===== config.mk =====
export PLATFORM = sky130hd
export DESIGN_NAME = nal_unit_start_code_parser
export DESIGN_NICKNAME = d
export VERILOG_FILES = /design/src/rtl/core/nusc_pkg.sv /design/src/rtl/core/nal_unit_start_code_parser.sv
export SDC_FILE = /design/constraint.sdc
export NUM_CORES = 1
export LEC_CHECK = 0
export ABC_CLOCK_PERIOD_IN_PS = 8800
export BUFFER_PORTS_ARGS = -buffer_cell sky130_fd_sc_hd__clkbuf_2
export CAP_MARGIN = 20
export CORE_MARGIN = 8
export CORE_UTILIZATION = 50
export CTS_CLUSTER_DIAMETER = 40
export DETAILED_ROUTE_END_ITERATION = 8
export PLACE_DENSITY = 0.71
export SETUP_SLACK_MARGIN = 0.3
export SLEW_MARGIN = 25
export SYNTH_ARGS = -nofsm -noshare
export SYNTH_HDL_FRONTEND = slang
export SYNTH_SLANG_ARGS = --single-unit
export TNS_END_PERCENT = 100

===== constraint.sdc =====
create_clock -name clk -period 8.8 [get_ports clk]
set_input_delay 2.64 -clock clk [delete_from_list [all_inputs] [get_ports clk]]
set_output_delay 2.64 -clock clk [all_outputs]
set_load 0.01 [all_outputs]

===== src/rtl/core/nusc_pkg.sv =====
// Shared types and constants for the start code parser.
package nusc_pkg;

  localparam int OFFSET_BITS_DEF = 32;

  localparam logic [7:0] BYTE_ZERO  = 8'h00;
  localparam logic [7:0] BYTE_ONE   = 8'h01;
  localparam logic [7:0] TYPE_MASK  = 8'h1F;
  localparam logic [4:0] TYPE_PREFIX = 5'd14;
  localparam logic [4:0] TYPE_SVC    = 5'd20;

  // Scanner phases: zero bytes seen, armed for 01, type byte, extension bytes.
  localparam logic [2:0] PH_ZERO0 = 3'd0;
  localparam logic [2:0] PH_ZERO1 = 3'd1;
  localparam logic [2:0] PH_ZERO2 = 3'd2;
  localparam logic [2:0] PH_ARMED = 3'd3;
  localparam logic [2:0] PH_TYPE  = 3'd4;
  localparam logic [2:0] PH_EXT1  = 3'd5;
  localparam logic [2:0] PH_EXT2  = 3'd6;
  localparam logic [2:0] PH_EXT3  = 3'd7;

  // One unit record as it leaves the block.
  typedef struct packed {
    logic [31:0] unit_offset;
    logic [31:0] unit_length;
    logic [4:0]  unit_type;
    logic [1:0]  ext_bytes;
    logic        idr_bit;
    logic [2:0]  dep_id;
    logic [3:0]  qual_id;
    logic [2:0]  temp_id;
    logic        is_final;
  } rec_t;

endpackage


===== src/rtl/core/nal_unit_start_code_parser.sv =====
// Start code parser: byte scanner, open unit header fields and record output buffer.
// A record enters the output buffer when the word that closes its unit is accepted.
// Throughput: one input word per cycle unless in_stall; the work is byte compares and adds.
// A two-entry output buffer lets input continue while one record waits to be taken.
// Reset (rst, synchronous, active high) clears the scanner, counters and the output buffer.
// An end-of-stream word also returns the scanner to its reset state.
module nal_unit_start_code_parser #(
  parameter int OFFSET_BITS = nusc_pkg::OFFSET_BITS_DEF
) (
  input  logic        clk,
  input  logic        rst,
  input  logic        in_valid,
  output logic        in_stall,
  input  logic [7:0]  data_byte,
  input  logic        end_flag,
  output logic        out_valid,
  input  logic        out_stall,
  output logic [31:0] unit_offset,
  output logic [31:0] unit_length,
  output logic [4:0]  unit_type,
  output logic [1:0]  ext_bytes,
  output logic        idr_bit,
  output logic [2:0]  dep_id,
  output logic [3:0]  qual_id,
  output logic [2:0]  temp_id,
  output logic        is_final
);
  import nusc_pkg::*;

  localparam logic [OFFSET_BITS-1:0] CNT_ONE  = OFFSET_BITS'(1);
  localparam logic [OFFSET_BITS-1:0] CNT_FOUR = OFFSET_BITS'(4);

  logic [2:0]             match_phase, match_phase_next;
  logic [OFFSET_BITS-1:0] byte_count, byte_count_next;
  logic [OFFSET_BITS-1:0] open_start, open_start_next;
  logic                   seen_first, seen_first_next;
  logic [4:0]             open_type, open_type_next;
  logic [1:0]             open_ext_count, open_ext_count_next;
  logic                   open_idr, open_idr_next;
  logic [2:0]             open_dep, open_dep_next;
  logic [3:0]             open_qual, open_qual_next;
  logic [2:0]             open_temp, open_temp_next;

  logic                   accept;
  logic                   push;
  logic                   pop;
  logic [OFFSET_BITS-1:0] count_inc;
  logic [OFFSET_BITS-1:0] sc_offset;
  logic [OFFSET_BITS-1:0] rec_len;
  logic                   rec_final;
  logic [4:0]             hdr_type;
  rec_t                   rec_new;

  rec_t                   out_rec;
  rec_t                   skid_rec;
  logic                   skid_valid;

  assign accept    = in_valid && !in_stall;
  assign pop       = out_valid && !out_stall;
  assign in_stall  = skid_valid;
  assign count_inc = byte_count + CNT_ONE;
  assign sc_offset = count_inc - CNT_FOUR;
  assign hdr_type  = 5'(data_byte & TYPE_MASK);

  always_comb begin
    match_phase_next    = match_phase;
    byte_count_next     = byte_count;
    open_start_next     = open_start;
    seen_first_next     = seen_first;
    open_type_next      = open_type;
    open_ext_count_next = open_ext_count;
    open_idr_next       = open_idr;
    open_dep_next       = open_dep;
    open_qual_next      = open_qual;
    open_temp_next      = open_temp;
    push                = 1'b0;
    rec_len             = byte_count - open_start;
    rec_final           = 1'b1;

    if (end_flag) begin
      push                = seen_first;
      match_phase_next    = PH_ZERO0;
      byte_count_next     = '0;
      open_start_next     = '0;
      seen_first_next     = 1'b0;
      open_type_next      = '0;
      open_ext_count_next = '0;
      open_idr_next       = 1'b0;
      open_dep_next       = '0;
      open_qual_next      = '0;
      open_temp_next      = '0;
    end else begin
      byte_count_next = count_inc;
      unique case (match_phase)
        PH_ZERO0, PH_ZERO1, PH_ZERO2: begin
          match_phase_next = (data_byte == BYTE_ZERO) ? match_phase + 3'd1 : PH_ZERO0;
        end
        PH_ARMED: begin
          if (data_byte == BYTE_ONE) begin
            push                = seen_first;
            rec_len             = sc_offset - open_start;
            rec_final           = 1'b0;
            seen_first_next     = 1'b1;
            open_start_next     = sc_offset;
            open_type_next      = '0;
            open_ext_count_next = '0;
            open_idr_next       = 1'b0;
            open_dep_next       = '0;
            open_qual_next      = '0;
            open_temp_next      = '0;
            match_phase_next    = PH_TYPE;
          end else if (data_byte != BYTE_ZERO) begin
            match_phase_next = PH_ZERO0;
          end
        end
        PH_TYPE: begin
          open_type_next   = hdr_type;
          match_phase_next = (hdr_type == TYPE_SVC || hdr_type == TYPE_PREFIX) ?
                             PH_EXT1 : PH_ZERO0;
        end
        PH_EXT1: begin
          open_idr_next       = data_byte[6];
          open_ext_count_next = 2'd1;
          match_phase_next    = PH_EXT2;
        end
        PH_EXT2: begin
          open_dep_next       = data_byte[6:4];
          open_qual_next      = data_byte[3:0];
          open_ext_count_next = 2'd2;
          match_phase_next    = PH_EXT3;
        end
        PH_EXT3: begin
          open_temp_next      = data_byte[7:5];
          open_ext_count_next = 2'd3;
          match_phase_next    = PH_ZERO0;
        end
        default: begin
          match_phase_next = PH_ZERO0;
        end
      endcase
    end
  end

  always_comb begin
    rec_new.unit_offset = 32'(open_start);
    rec_new.unit_length = 32'(rec_len);
    rec_new.unit_type   = open_type;
    rec_new.ext_bytes   = open_ext_count;
    rec_new.idr_bit     = open_idr;
    rec_new.dep_id      = open_dep;
    rec_new.qual_id     = open_qual;
    rec_new.temp_id     = open_temp;
    rec_new.is_final    = rec_final;
  end

  always_ff @(posedge clk) begin
    if (rst) begin
      match_phase    <= PH_ZERO0;
      byte_count     <= '0;
      open_start     <= '0;
      seen_first     <= 1'b0;
      open_type      <= '0;
      open_ext_count <= '0;
      open_idr       <= 1'b0;
      open_dep       <= '0;
      open_qual      <= '0;
      open_temp      <= '0;
    end else if (accept) begin
      match_phase    <= match_phase_next;
      byte_count     <= byte_count_next;
      open_start     <= open_start_next;
      seen_first     <= seen_first_next;
      open_type      <= open_type_next;
      open_ext_count <= open_ext_count_next;
      open_idr       <= open_idr_next;
      open_dep       <= open_dep_next;
      open_qual      <= open_qual_next;
      open_temp      <= open_temp_next;
    end
  end

  // The skid entry only fills while the output register holds a stalled record;
  // input stalls while it is full, so no record can arrive then.
  always_ff @(posedge clk) begin
    if (rst) begin
      out_valid  <= 1'b0;
      skid_valid <= 1'b0;
    end else if (!out_valid || pop) begin
      if (skid_valid) begin
        out_valid  <= 1'b1;
        skid_valid <= 1'b0;
      end else begin
        out_valid <= accept && push;
      end
    end else if (accept && push) begin
      skid_valid <= 1'b1;
    end
  end

  always_ff @(posedge clk) begin
    if (!out_valid || pop) begin
      out_rec <= skid_valid ? skid_rec : rec_new;
    end else if (accept && push) begin
      skid_rec <= rec_new;
    end
  end

  assign unit_offset = out_rec.unit_offset;
  assign unit_length = out_rec.unit_length;
  assign unit_type   = out_rec.unit_type;
  assign ext_bytes   = out_rec.ext_bytes;
  assign idr_bit     = out_rec.idr_bit;
  assign dep_id      = out_rec.dep_id;
  assign qual_id     = out_rec.qual_id;
  assign temp_id     = out_rec.temp_id;
  assign is_final    = out_rec.is_final;

`ifndef SYNTHESIS
  a_skid_behind_out: assert property (@(posedge clk) disable iff (rst)
    skid_valid |-> out_valid)
    else $error("skid entry holds a record while the output register is empty");

  a_end_clears: assert property (@(posedge clk) disable iff (rst)
    in_valid && !in_stall && end_flag |=> !seen_first && byte_count == '0)
    else $error("end of stream did not return the scanner to its reset state");

  a_start_code_opens: assert property (@(posedge clk) disable iff (rst)
    in_valid && !in_stall && !end_flag && match_phase == PH_ARMED && data_byte == BYTE_ONE
    |=> seen_first && match_phase == PH_TYPE)
    else $error("start code did not open a unit");
`endif

endmodule

==> flow_summary.yaml <==
sta:
  maxSlewHeadroom_pct: 35.0
  worst_slew_pin_slew_ns: 0.971
  finalMaxSlewViolations: 0
  period_needed_ns: 6.62
  finalCritPeriodShare_pct: 75.2
  rsz0062_at_grt: "false"
  fin_skew_ns: 0.0265
  finalSetupViolCount: 0
  setup_tns_ns: 0
  clock.fmax_ghz: 0.151
  hold_viol: 0
drt:
  dr.pass1.iters: 5
  vias_per_cell: 5.83
  wirelength_um: 35700
  drtIter0Drc: 968
  drc: 0
  wl_per_cell_um: 18.2
  route.vias.total: 11442
  drtAntennaViolNets: 0
die:
  rows: 62
  die_h_um: 186
  initial_utilization_pct: 50.6
  die_w_um: 186
  core_area_um2: 28600
  ioPinCount: 98
  die_area_um2: 34700
cells_and_area:
  drive_gt1_share_pct: 15.9
  fillers: 2505
  final_util_pct: 57.7
  stdcell_area_um2: 16500
  diodes: 0
  final_cells: 1964
  areaGrowthSynthToFinish_pct: 14.0
  nNetsFinal: 1637
flow_run:
  cap_viol_max_count: 0
power_and_ir_drop:
  powerDensity_nw_per_um2: 170
  p_int_mw: 2.16
  switching_share_pct: 23.1
  pwr-share-seq_pct: 45.4
  clock_power_share_pct: 51.0
  ir_drop_uv: 130
  p_leak_nw: 6.53
  p_comb_share_pct: 3.6
  p_sw_mw: 0.646
grt:
  grt_max_degree: 91
  groute.usage.overall_pct: 20.4
  grt_pass1_vias: 10951
  grt_overflow: 0
  grt_pass1_wl_um: 57700
  antenna_found_initial: 0
synth:
  synth_enable_flop_cells: 166
  synth_commonest_cells: "edfxtp_1 (166), nor2_1 (144), nand2_1 (139)"
  synth_top_area_share_pct: 34.4
  synth.most_common_cell: "edfxtp_1"
  seq_area_frac_synth_pct: 46.6
  async_flop_share_pct: 0
  syn_area_per_cell_um2: 9.78
  synth_top_cell_by_area: "edfxtp_1"
  ys.flop_type: "edfxtp_1"
  synth_cells: 1481
  synthTopCellsByArea: "edfxtp_1 (34%), dfxtp_1 (12%), ha_1 (6.0%)"
  synthDistinctLibCells: 80
  ys_warn_count: 0
  synth-seq-cells: 254
  syn_nets: 1566
  syn_area_um2: 14500
critical_path:
  slowest_stage: "nor2_1"
  critPathCaptureType: "flip-flop"
  critPathBufInv: 0
  max_stage_delay_ns: 0.63
  critPathKind: "flip-flop to flip-flop"
  startpoint_type: "flip-flop"
  r2r_slack_ns: 2.18
  cp.arrival_ns: 6.88
  required_ns: 9.06
  cp_top_family: "compound AO/OA/AOI/OAI gates"
  cp_max_fo: 11
  crit_path_cell_trace: "ha_1 -> nand4_1 -> nor2_1 -> nor3_1 -> a31oi_1 -> or2_2 -> a21oi_1 -> o32ai_1 -> xor2_1 -> ha_1 -> nand4_1 -> nor2_1 -> a2111oi_0 -> a21oi_1 -> nor3b_1 -> a211o_1 -> a31oi_1 -> xor2_1 -> o21ai_0 -> mux2_2"
cts:
  cts_sinks: 254
  clk_pin_slew_ns: 0.06
  clkLatencyLatePin_ns: 0.53
  clk_path_buf_depth: 3
  hold_buffers: 0
  cts_buffers: 37
  cts_tree: "yes"
  post_cts_buffers: 0
  cts_resized: 0
  htree_levels: 2
  root_buffer: "clkbuf_16"
place:
  dp.cells: 1896
  portBuffers: 97
  dpl_cell_area_um2: 15300
  dpl.hpwl_um: 24700
  place_congestion: 0.873
outcome:
  status: "finished, final reports clean"
worst_hold_path:
  hold_class: "flip-flop to flip-flop"
## layer usage
metal / part of all wire, % / global-route usage (%)
met3: 6.1 / 2.87
met2: 47 / 33.6
met4: 2.3 / 6.51
met1: 45 / 27.6
met5: 0 / 0
## path summary, 6_finish.rpt
kind / endpoint / cells after the start / startpoint
min: skid_rec[77]$_DFFE_PP_ / 0 / open_start[26]$_SDFFE_PP0P_
min reg2reg: skid_rec[77]$_DFFE_PP_ / 0 / open_start[26]$_SDFFE_PP0P_
max reg2reg: unit_length[26]$_DFFE_PP_ / 20 / byte_count[0]$_SDFFE_PP0P_
max: unit_length[26]$_DFFE_PP_ / 20 / byte_count[0]$_SDFFE_PP0P_
## power groups by stage
stage          registers, mW  logic, mW  clock network [mW]
6_report                1.27     0.0996                1.43
5_1_grt                 1.27      0.109                1.50
4_1_cts                 1.27     0.0998                1.46
3_5_place_dp            1.30     0.0991                   0
3_3_place_gp            1.30     0.0966                   0
2_1_floorplan           1.30     0.0576                   0
## state kept, by name, indices dropped and copies added (netlist names), 2 cells and up
register,cells
unit_offset,32
skid_rec,83
open_dep,3
open_start,32
open_ext_count,2
match_phase,3
unit_type,5
temp_id,3
unit_length,32
dep_id,3
ext_bytes,2
open_qual,4
open_type,5
qual_id,4
byte_count,32
open_temp,3
## layout make-up
class / count / area (um2) / share of cell area, %
sequential: 254 / 6750 / 40.8
multi-input combinational: 1091 / 7240 / 43.8
clock buffer: 44 / 972 / 5.88
tap: 384 / 480 / 2.91
timing repair buffer: 108 / 612 / 3.70
clock inverter: 23 / 246 / 1.49
inverter: 60 / 225 / 1.36
## worst register-to-register path: stages, from the launching register on
cell and delay (ns):
dfxtp_1 0.50, ha_1 0.38, nand4_1 0.60, nor2_1 0.64, nor3_1 0.09, a31oi_1 0.60, or2_2 0.28, a21oi_1 0.08
o32ai_1 0.32, xor2_1 0.25, ha_1 0.33, nand4_1 0.13, nor2_1 0.07, a2111oi_0 0.42, a21oi_1 0.18, nor3b_1 0.19
a211o_1 0.31, a31oi_1 0.34, xor2_1 0.18, o21ai_0 0.14, mux2_2 0.33
## placed cells by master (no fill, tap or decap), types with 43 or more instances in the layout
cell type | synthesis | layout
nor2_1 | 144 | 142
mux2_2 | 48 | 48
xor2_1 | 43 | 43
ha_1 | 70 | 70
a21oi_1 | 111 | 111
o21ai_0 | 108 | 108
nand2_1 | 139 | 138
edfxtp_1 | 166 | 166
xnor2_1 | 60 | 60
inv_1 | 59 | 59
clkbuf_2 | 1 | 97
a22oi_1 | 46 | 46
dfxtp_1 | 88 | 87
## metrics by stage
step           hold WS [ns]  setup WS [ns]  power, mW
2_1_floorplan         0.408          0.999       1.36
3_3_place_gp          0.410           2.55       1.39
3_5_place_dp          0.420           2.35       1.40
4_1_cts               0.433           2.24       2.84
5_1_grt               0.443           1.57       2.88
6_report              0.435           2.18       2.80
## kinds of logic (layout without fill, tap and decap cells)
kind of cell,count (synthesis),after routing,synth area share [%]
flip-flops,254,254,46.6
adder cells (fa/ha/maj),72,72,6.32
AND/OR/NAND/NOR,449,449,14.7
buffers and inverters,136,235,3.72
XOR/XNOR,104,104,6.34
AO/OA/AOI/OAI,410,410,18.0
multiplexers,56,56,4.29
(Power assumes the default switching activity.)
